[src/rtl/interval_max_score_projection_assert.svh]
// assertion macros for the interval max-score projection block
// expects clk_i and rst_ni in the scope of the module that uses them
`ifndef INTERVAL_MAX_SCORE_PROJECTION_ASSERT_SVH
`define INTERVAL_MAX_SCORE_PROJECTION_ASSERT_SVH

// property that holds at every clock edge outside reset
`define IMSP_ASSERT(name, prop) \
  name: assert property (@(posedge clk_i) disable iff (!rst_ni) (prop)) \
    else $error("imsp assertion failed");

// property that holds in the cycle after a trigger
`define IMSP_ASSERT_NEXT(name, pre, post) \
  name: assert property (@(posedge clk_i) disable iff (!rst_ni) (pre) |=> (post)) \
    else $error("imsp assertion failed");

`endif

[src/rtl/imsp_pkg.sv]
// shared types and constants of the interval max-score projection block
// no dependencies
`timescale 1ns / 1ps

package imsp_pkg;

  localparam int unsigned MAX_PIECES = 32;
  localparam int unsigned IDX_W      = $clog2(MAX_PIECES);
  localparam int unsigned CNT_W      = $clog2(MAX_PIECES + 1);
  localparam int unsigned POS_W      = 32;
  localparam int unsigned SCORE_W    = 32;

  // result status codes
  localparam logic [1:0] ST_OK   = 2'd0;
  localparam logic [1:0] ST_FULL = 2'd1;
  localparam logic [1:0] ST_BAD  = 2'd2;

  // request codes
  localparam logic REQ_ADD   = 1'b0;
  localparam logic REQ_FLUSH = 1'b1;

  typedef enum logic [2:0] {
    CMD_HOLD,
    CMD_LOAD_NEW,
    CMD_SPLIT_S,
    CMD_SPLIT_E,
    CMD_APPEND,
    CMD_RAISE,
    CMD_SHIFT_DN
  } cell_cmd_e;

  typedef struct packed {
    logic        [POS_W-1:0]   lo;
    logic        [POS_W-1:0]   hi;
    logic signed [SCORE_W-1:0] score;
  } piece_t;

  // broadcast to every cell
  typedef struct packed {
    cell_cmd_e                 cmd;
    logic        [CNT_W-1:0]   cnt;
    logic        [POS_W-1:0]   s;
    logic        [POS_W-1:0]   e;
    logic signed [SCORE_W-1:0] sc;
  } cell_ctrl_t;

  // per-cell compare results back to the controller
  typedef struct packed {
    logic ge_s;
    logic hit_s;
    logic split_s;
    logic le_e;
    logic split_e;
  } cell_flag_t;

endpackage

[src/rtl/imsp_cell.sv]
// one cell of the piece chain: holds one piece; loads, splits, appends, shifts and raises it
// depends on imsp_pkg
`timescale 1ns / 1ps

module imsp_cell (
  input  logic                       clk_i,
  input  logic [imsp_pkg::IDX_W-1:0] idx_i,
  input  imsp_pkg::cell_ctrl_t       ctrl_i,
  input  imsp_pkg::piece_t           left_i,
  input  imsp_pkg::piece_t           right_i,
  input  logic                       left_mark_i,
  input  logic                       below_i,
  output imsp_pkg::piece_t           piece_o,
  output logic                       mark_o,
  output logic                       below_o,
  output imsp_pkg::cell_flag_t       flag_o
);
  import imsp_pkg::*;

  piece_t piece_q, piece_d;
  logic   active, at_cnt;

  // compares against the current word
  always_comb begin
    active          = CNT_W'(idx_i) < ctrl_i.cnt;
    at_cnt          = CNT_W'(idx_i) == ctrl_i.cnt;
    flag_o.ge_s     = active && (piece_q.hi >= ctrl_i.s);
    flag_o.hit_s    = flag_o.ge_s && (piece_q.lo <= ctrl_i.s);
    flag_o.split_s  = flag_o.hit_s && (piece_q.lo != ctrl_i.s);
    flag_o.le_e     = active && (piece_q.hi >= ctrl_i.e);
    flag_o.split_e  = flag_o.le_e && (piece_q.lo <= ctrl_i.e) && (piece_q.hi != ctrl_i.e);
    mark_o          = (ctrl_i.cmd == CMD_SPLIT_E) ? flag_o.split_e : flag_o.split_s;
    below_o         = below_i | mark_o;
  end

  // next piece
  always_comb begin
    piece_d = piece_q;
    case (ctrl_i.cmd)
      CMD_LOAD_NEW: begin
        if (at_cnt) piece_d = '{lo: ctrl_i.s, hi: ctrl_i.e, score: ctrl_i.sc};
      end
      CMD_SPLIT_S: begin
        if (mark_o) piece_d.hi = ctrl_i.s - 1'b1;
        else if (left_mark_i) piece_d = '{lo: ctrl_i.s, hi: left_i.hi, score: left_i.score};
        else if (below_i) piece_d = left_i;
      end
      CMD_SPLIT_E: begin
        if (mark_o) piece_d.hi = ctrl_i.e;
        else if (left_mark_i) begin
          piece_d = '{lo: ctrl_i.e + 1'b1, hi: left_i.hi, score: left_i.score};
        end
        else if (below_i) piece_d = left_i;
      end
      CMD_APPEND: begin
        if (at_cnt) piece_d = '{lo: left_i.hi + 1'b1, hi: ctrl_i.e, score: ctrl_i.sc};
      end
      CMD_RAISE: begin
        if (active && piece_q.lo >= ctrl_i.s && piece_q.hi <= ctrl_i.e &&
            ctrl_i.sc > piece_q.score) piece_d.score = ctrl_i.sc;
      end
      CMD_SHIFT_DN: piece_d = right_i;
      default: piece_d = piece_q;
    endcase
  end

  always_ff @(posedge clk_i) begin
    piece_q <= piece_d;
  end

  assign piece_o = piece_q;

endmodule
[config.mk]
export PLATFORM = sky130hd
export DESIGN_NAME = imsp_cell
export DESIGN_NICKNAME = d
export VERILOG_FILES = /design/src/rtl/interval_max_score_projection_assert.svh /design/src/rtl/imsp_pkg.sv /design/src/rtl/imsp_cell.sv
export SDC_FILE = /design/constraint.sdc
export NUM_CORES = 1
export LEC_CHECK = 0
export BUFFER_PORTS_ARGS = -buffer_cell sky130_fd_sc_hd__buf_2
export CORE_MARGIN = 5
export CORE_UTILIZATION = 30
export CTS_CLUSTER_DIAMETER = 40
export DETAILED_ROUTE_END_ITERATION = 10
export REMOVE_ABC_BUFFERS = 1
export SETUP_SLACK_MARGIN = 0.02
export SKIP_LAST_GASP = 1
export SLEW_MARGIN = 15
export SYNTH_ARGS = -nofsm -noshare
export SYNTH_HDL_FRONTEND = slang
export SYNTH_SLANG_ARGS = --single-unit
export TNS_END_PERCENT = 5
[constraint.sdc]
create_clock -name clk_i -period 20 [get_ports clk_i]
set_input_delay 1 -clock clk_i [delete_from_list [all_inputs] [get_ports clk_i]]
set_output_delay 1 -clock clk_i [all_outputs]
set_load 0.02 [all_outputs]
### Word level (Yosys, flattened, before mapping)

Index checks and enable logic that the tools add are counted.

| operators by class | value |
|---|---|
| add/sub/neg operators | 3 |
| $lt $le $gt $ge | 8 |
| eq/ne operators | 14 |
| muxes and demuxes | 15 |
| bitwise logic cells | 1 |
| reductions and logical operators | 14 |

Operator list:

| cell | count |
|---|---|
| 96-bit two-way mux | 5 |
| 64-bit one-hot mux with 5 select lines | 1 |
| 32-bit two-way mux | 7 |
| 32-bit one-hot mux with 6 select lines | 1 |
| 32-bit greater-or-equal comparator | 3 |
| 32-bit <= comparator | 3 |
| 32-bit by 1-bit adder with 32-bit output (second input constant) | 2 |
| 32-bit != test | 2 |
| 32-bit > comparator | 1 |
| 32-bit by 1-bit subtractor with 32-bit output (second input constant) | 1 |
| 2-bit != test (second input constant) | 5 |
| 3-bit == test (second input constant) | 3 |
| 1-bit logical AND | 9 |
| 3-bit by 2-bit == test with 1-bit output (second input constant) | 2 |
| 5-bit by 6-bit == test with 1-bit output | 1 |
| 5-bit by 6-bit less-than comparator with 1-bit output | 1 |
| 6-bit AND reduction | 1 |
| 6-bit nonzero test | 1 |
| 5-bit AND reduction | 1 |
| 5-bit nonzero test | 1 |
| 3-bit by 1-bit == test with 1-bit output (second input constant) | 1 |
| 3-bit AND reduction | 1 |
| 1-bit two-way mux | 1 |
| 1-bit OR | 1 |

| word-level totals | value |
|---|---|
| register bits | 96 |
| bits of input ports | 305 |
| output and inout port bits | 103 |
| word-level logic and storage cells | 58 |

### Longest topological paths before layout

Gate-level depths: netlist (run 1).

| depth | value |
|---|---|
| depth after elaboration | 7 |
| depth in mapped cells | 15 |
| gate-level depth less buffers | 13 |

### Worst setup path before layout (run 1)

No wires, ideal clock.

| timing | value |
|---|---|
| path type | input to register |
| start | input port ctrl_i[102] (netlist name) |
| end | register piece_q (netlist bit piece_o[0]), enable pin |
| library setup time | 428 ps |
| data arrival time | 7729 ps |
| required time | 19572 ps |
| path slack | 11842 ps |
| cell stages on the path | 6 |
| buffers on the path | 2 |
| cells stage by stage | clkbuf_1 clkbuf_1 o2111ai_1 a21boi_0 a21boi_0 o21bai_1 |

| between the ends | value |
|---|---|
| longest elaborated chain between the ends | 4 |
| elaborated cells on any way between the ends | 14 |
| classes of those cells | 11 x eq/ne; 1 x mux; 2 x reduce/logical |

RTL lines:

| item | RTL line | RTL |
|---|---|---|
| start, declared | imsp_cell.sv:8 | `input imsp_pkg::cell_ctrl_t ctrl_i,` |
| 3-bit by 2-bit == test with 1-bit output | imsp_cell.sv:32, imsp_cell.sv:39 |  |
| 1-bit two-way mux | imsp_cell.sv:32 | `mark_o = (ctrl_i.cmd == CMD_SPLIT_E) ? flag_o.split_e : flag_o.split_s;` |
| 2-bit != test (no line) | n/a |  |
| 6-bit AND reduction (no line) (*) | n/a |  |
| end signal, assigned | imsp_cell.sv:68 | `piece_q <= piece_d;` |
| end, declared | imsp_cell.sv:20 | `piece_t piece_q, piece_d;` |

Mark *: on every way between the ends. The rest lies on a longest branch, timed or not.
A chain may end at the register's enable or synchronous reset.

### Final worst setup path (run 1)

| timing | value |
|---|---|
| start | input port ctrl_i[57] (netlist name) |
| end | output port mark_o |

| between the ends | value |
|---|---|
| longest elaborated chain between the ends | 5 |
| elaborated cells on any way between the ends | 7 |
| classes of those cells | 2 x order compare; 1 x eq/ne; 1 x mux; 3 x reduce/logical |

RTL lines:

| item | RTL line | RTL |
|---|---|---|
| 32-bit greater-or-equal comparator | imsp_cell.sv:30 | `flag_o.le_e = active && (piece_q.hi >= ctrl_i.e);` |
| 1-bit logical AND | imsp_cell.sv:30 |  |
| 1-bit logical AND | imsp_cell.sv:31 | `flag_o.split_e = flag_o.le_e && (piece_q.lo <= ctrl_i.e) && (piece_q.hi != ctrl_i.e);` |
| 1-bit logical AND (*) | imsp_cell.sv:31 |  |
| 1-bit two-way mux (*) | imsp_cell.sv:32 |  |
| end, declared | imsp_cell.sv:14 | `output logic mark_o,` |

Marks and branches as above.

==> flow_summary_export.csv, run 1 <==
group,metric,value,unit
pwr,p_total,0.817,mW
worst_setup_path,worstSetupPathDepth,13,
clock_tree,cts_resized,0,
worst_setup_path,worstPathRequired,19000,ps
placed_design,io_buffers,407,
clock_tree,insertion_delay,390,ps
logic_synthesis,avgSynthCellArea,7.93,um^2
sta,skew,15.3,ps
sta,finalSetupViolations,0,
drt,firstDrtPassIters,6,
logic_synthesis,ys_warn_count,0,
worst_setup_path,slowest_stage,"nor4_1",
finish,nNetsFinal,2447,
placed_design,finalWeightedCongestion,0.963,
die,die_y,215,um
logic_synthesis,async_flop_share,0,%
clock_tree,clkSlewWorstSetupHoldPaths,80,ps
die,die-area,0.0464,mm^2
clock_tree,tritoncts,"yes",
pwr,power_density,52.2,mW/mm^2
sta,fin_crit,5560,ps
worst_setup_path,path_max_fanout,18,
logic_synthesis,synth_edf_count,96,
die,die_w,215,um
logic_synthesis,synth.area.top_cells,"edfxtp_1 (23%), ha_1 (17%), a21oi_1 (6.6%), xnor2_1 (4.6%), mux2i_1 (4.3%)",
worst_setup_path,critPathCaptureType,"output port",
logic_synthesis,yosys.area.top_type_share,22.8,%
logic_synthesis,synthCells,1598,
grt,antenna_found_initial,9,
sta,period_share,27.8,%
die,coreArea,0.0419,mm^2
logic_synthesis,yosysSeqAreaShare,22.8,%
pwr,leakage,7.05,nW
status,status,"finished, final reports clean",
sta,drv_slew,0,
sta,rsz0062_at_grt,"no",
grt,grt_overflow,0,
grt,grt_pass1_wl,99.0,mm
finish,syn_to_final_growth,23.7,%
min_path,hp-class,"reg2reg",
finish,final_area,0.0157,mm^2
logic_synthesis,yosysMostFrequentCell,"ha_1",
pwr,irDropWorstVdd,41.4,uV
drt,avgViaCountPerCell,6.00,
worst_setup_path,critical_path_buf_inv_count,5,
clock_tree,numClockSinks,96,
drt,vias,15100,
sta,clock.fmax,0.180,GHz
finish,largest_reg_flops,96,
worst_setup_path,critPathMaxStageDelay,660,ps
die,io_pins,408,
logic_synthesis,synth_common_cells,"ha_1 (168), a21oi_1 (166), nor2_1 (144)",
worst_setup_path,crit_type,"in2out",
die,initial_core_util,30.3,%
min_path,hold_depth,3,
logic_synthesis,yosys_most_used_dff,"edfxtp_1",
clock_tree,cts_root_buf,"clkbuf_16",
clock_tree,postCtsSetupRepairBufs,0,
worst_setup_path,path_cells,"buf_2 > inv_1 > ha_1 > nand4_1 > nor4_1 > a221oi_1 > o21ai_0 > o21ai_0 > nor4_4 > buf_4 > a21oi_2 > inv_2 > buf_2",
run,max_cap_violations,0,
drt,drc,0,
drt,wl_per_cell,27.4,um
logic_synthesis,netlist_area,0.0127,mm^2
sta,finalHoldViolations,0,
die,num_rows,75,
logic_synthesis,ys_seq_elements,96,
sta,fin_setup_tns,0,ps
clock_tree,cts_max_path_buffers,2,
sta,worstMarginPinSlew,1240,ps
placed_design,placed_cell_area,0.0154,mm^2
drt,routed_wl,69.2,mm
grt,grt_pass1_vias,15100,
sta,max_slew_margin,16.9,%
worst_setup_path,startpoint_type,"primary input",
clock_tree,cts_max_level,3,
grt,grt_start_max_net_pins,68,
drt,drt_iter0_markers,1656,
worst_setup_path,critPathArrivalTime,4560,ps
placed_design,place_hpwl,53.6,mm
logic_synthesis,synth.distinct_cells,66,
drt,ant_nets,0,
finish,drive_above_1_share,24.9,%
logic_synthesis,netlist.top_cell.by_area,"edfxtp_1",
clock_tree,holdBufCountCts,0,
worst_setup_path,critPathTopFamily,"buffers and inverters",
worst_setup_path,reg2reg_depth,13,
clock_tree,cts_buffers,9,
grt,grt_use_total,28.3,%
stage by stage:
| stage | util [%] | hold slack [ps] | setup slack, ps | instances |
|---|---|---|---|---|
| after floorplan | - | 854 | 11900 | 1522 |
| after global placement | 36.8 | 831 | 14570 | 2502 |
| after global routing | 37.4 | 866 | 14180 | 2520 |
| after detailed placement | 36.8 | 828 | 14500 | 2502 |
| after CTS | 37.4 | 849 | 14480 | 2518 |
| final | 37.4 | 835 | 14440 | 2522 |
path summary, 6_finish.rpt:
check	startpoint	end	slack, ps
setup / recovery	ctrl_i[57]	mark_o	14440
hold / removal	piece_o[64]$_DFFE_PP_	piece_o[64]$_DFFE_PP_	840
setup reg to reg	piece_o[57]$_DFFE_PP_	piece_o[27]$_DFFE_PP_	15480
hold reg to reg	piece_o[64]$_DFFE_PP_	piece_o[64]$_DFFE_PP_	840
cell type report:
cell class              instances  area (um^2)
fillers                      4468        26200
flip-flops and latches         96         2880
well taps                     539          674
inverters                     117          439
repair buffers                441         2290
clock inverters                 6         36.3
diodes                          4         10.0
multi-input cells            1309         9100
clock buffers                  10          229
report_power, final:
group	total, mW	switching [mW]	internal, mW	leakage [nW]
combinational	0.367	0.231	0.135	6.01
clock	0.179	0.0953	0.0840	0.124
sequential	0.271	0.0243	0.247	0.917
per-layer routing:
layer / part of all wire [%] / routed length, um / vias up / track usage (%)
met5: 0.069 / 48 / - / 0
li1: - / - / 6755 / -
met2: 46 / 31800 / 1017 / 47.0
met1: 39 / 27100 / 7163 / 34.6
met4: 5.4 / 3730 / 8 / 13.6
met3: 9.3 / 6460 / 177 / 6.57
cell families (layout without fill, tap and decap cells):
| logic type | after synthesis | count (layout) | share of synthesized area [%] |
|---|---|---|---|
| compound gates | 504 | 504 | 24.9 |
| mux | 79 | 79 | 6.48 |
| flops | 96 | 96 | 22.8 |
| fa+ha+maj | 168 | 168 | 16.6 |
| xor+xnor | 82 | 82 | 5.67 |
| other cells | 0 | 4 | 0 |
| buf+inv | 193 | 574 | 5.84 |
| simple gates | 476 | 476 | 17.8 |
layout by cell type, fill, tap and decap left out, drive strengths merged, types with 22 or more instances in the layout:
| cell type | synthesis | layout |
|---|---|---|
| xnor2 | 67 | 67 |
| buf | 15 | 441 |
| mux2 | 24 | 24 |
| edfxtp | 96 | 96 |
| ha | 168 | 168 |
| nand3 | 45 | 45 |
| mux2i | 55 | 55 |
| o22ai | 55 | 55 |
| a21o | 22 | 22 |
| nor3 | 29 | 29 |
| a21oi | 167 | 167 |
| nand4 | 42 | 42 |
| nor2 | 144 | 144 |
| o21ai | 104 | 104 |
| inv | 115 | 115 |
| a211oi | 25 | 25 |
| nand2 | 134 | 134 |
worst min-delay path, delay by kind of cell, from the launching register on:
kind            cells  cell delay (ps)
flops               1              380
mux                 1               90
compound gates      2              260
Power figures use the tool's default switching activity.
==> inputs of run 2 (changes only) <==
==> constraint.sdc (replaced) <==
create_clock -name clk_i -period 5.3 [get_ports clk_i]
set_input_delay 0.265 -clock clk_i [delete_from_list [all_inputs] [get_ports clk_i]]
set_output_delay 0.265 -clock clk_i [all_outputs]
set_load 0.02 [all_outputs]
==> flow_summary_export.csv, run 2 (same netlist as run 1, synthesis figures left out) <==
group,metric,value,unit
finish,largest_reg_flops,96,
finish,syn_to_final_growth,24.2,%
sta,finalWorstSetupSlack,375,ps
die,num_rows,75,
drt,avgViaCountPerCell,5.96,
worst_setup_path,startpoint_type,"flop",
finish,final_common_cell,"buf_2",
clock_tree,numClockSinks,96,
pwr,p_total,3.14,mW
worst_setup_path,critPathMaxStageDelay,750,ps
clock_tree,cts_root_buf,"clkbuf_16",
drt,drc,0,
finish,num-fill-cells,4419,
grt,antenna_found_initial,4,
clock_tree,cts_resized,0,
sta,clock.fmax,0.203,GHz
finish,final_cell_mix,"buf_2 (407), ha_1 (168), a21oi_1 (165)",
run,max_cap_violations,0,
die,die-area,0.0464,mm^2
sta,skew,23.7,ps
sta,worstMarginPinSlew,1150,ps
clock_tree,holdBufCountCts,0,
grt,grt_start_max_net_pins,77,
finish,finalNonFillerCells,2527,
sta,period_share,92.9,%
worst_setup_path,critical_path_buf_inv_count,4,
worst_setup_path,worstPathRequired,5040,ps
finish,nNetsFinal,2454,
placed_design,placed_cell_area,0.0154,mm^2
sta,drv_slew,0,
die,initial_core_util,30.3,%
sta,rsz0062_at_grt,"no",
grt,grt_overflow,0,
worst_setup_path,critPathTopFamily,"compound AO/OA/AOI/OAI gates",
grt,grt_pass1_vias,14900,
drt,routed_wl,69.5,mm
worst_setup_path,critPathCaptureType,"output port",
finish,final_util,37.6,%
worst_setup_path,crit_type,"reg2out",
placed_design,place_hpwl,54.5,mm
drt,firstDrtPassIters,5,
drt,vias,15100,
die,die_w,215,um
drt,ant_nets,0,
die,io_pins,408,
clock_tree,clkSlewWorstSetupHoldPaths,90,ps
die,coreArea,0.0419,mm^2
drt,wl_per_cell,27.5,um
clock_tree,cts_buffers,9,
worst_setup_path,path_cells,"ha_1 > a21oi_1 > o21ai_0 > a2111oi_0 > o21ai_0 > a41oi_1 > inv_1 > nand2b_1 > inv_1 > buf_4 > buf_2",
sta,finalSetupViolations,0,
pwr,power_density,199,mW/mm^2
worst_setup_path,path_max_fanout,10,
finish,multi_input_area,0.00910,mm^2
clock_tree,insertion_delay,400,ps
placed_design,preCtsSetupSlack,510,ps
min_path,hp-class,"in2reg",
pwr,irDropWorstVdd,140,uV
grt,grt_pass1_wl,99.4,mm
die,die_y,215,um
pwr,leakage,7.11,nW
placed_design,finalWeightedCongestion,0.991,
clock_tree,postCtsSetupRepairBufs,0,
sta,max_slew_margin,23.3,%
finish,drive_above_1_share,25.1,%
grt,grt_use_total,28.5,%
clock_tree,tritoncts,"yes",
placed_design,io_buffers,407,
finish,regArea,0.00288,mm^2
sta,finalHoldViolations,0,
clock_tree,cts_max_level,3,
worst_setup_path,critPathArrivalTime,4660,ps
finish,final_area,0.0157,mm^2
drt,drt_iter0_markers,1668,
clock_tree,cts_max_path_buffers,2,
sta,fin_crit,4920,ps
worst_setup_path,slowest_stage,"a41oi_1",
placed_design,placed_cells,2509,
status,status,"finished, final reports clean",
==> run 2: cell count changes in the layout (fill, tap and decap cells not counted) <==
cell        delta
bufinv_16      +1
nor2_2         -1
diode_2        -2
clkinv_2       +1
clkinv_1       -1
buf_4          +7
clkinvlp_4     -1
nor2_1         +1
==> run 2: path summary, 6_finish.rpt <==
kind                                            start  depth (start not counted)  slack (ps)                     to
worst max-delay path            piece_o[43]$_DFFE_PP_                         11         380              flag_o[2]
worst min-delay path                      right_i[59]                          3         180  piece_o[59]$_DFFE_PP_
worst max register to register  piece_o[43]$_DFFE_PP_                         13         420  piece_o[43]$_DFFE_PP_
worst min register to register  piece_o[54]$_DFFE_PP_                          2         810  piece_o[54]$_DFFE_PP_
==> run 2: worst register-to-register path, cell delays in order, from the launching register on <==
cell	delay, ps
edfxtp_1	500
ha_1	360
a21oi_1	140
o21ai_0	100
a2111oi_0	520
o21ai_0	310
a41oi_1	750
inv_1	200
nand2b_1	600
inv_1	320
buf_4	290
or3_1	360
a31oi_1	180
a211o_1	120
==> run 2: area by class of cell <==
type,instances,share of cell area (%)
antenna,2,0.0318
tap,539,4.29
inverter,117,2.79
sequential,96,18.3
clock buffer,10,1.46
multi-input combinational,1309,57.8
timing repair buffer,448,14.9
clock inverter,6,0.382
==> run 2: per-layer routing <==
layer  global-route usage [%]  up-vias  routed length [um]
met5                        0        -                  24
met4                     14.6        4                4070
met3                     6.00      206                6240
met2                     46.8      988               31700
met1                     35.3     7081               27400
li1                         -     6775                   -
==> run 2: power breakdown <==
group	switching, mW	internal (mW)	total [mW]
clock network	0.358	0.365	0.723
registers	0.0828	0.932	1.02
logic	0.881	0.516	1.40
total	1.32	1.81	3.14
==> run 2: metrics by stage <==
stage | hold WS, ps | setup TNS, ps
detailed placement | 577 | 0
global placement | 566 | 0
finish | 175 | 0
floorplan | 450 | -98640
CTS | 164 | 0
global route | 189 | 0
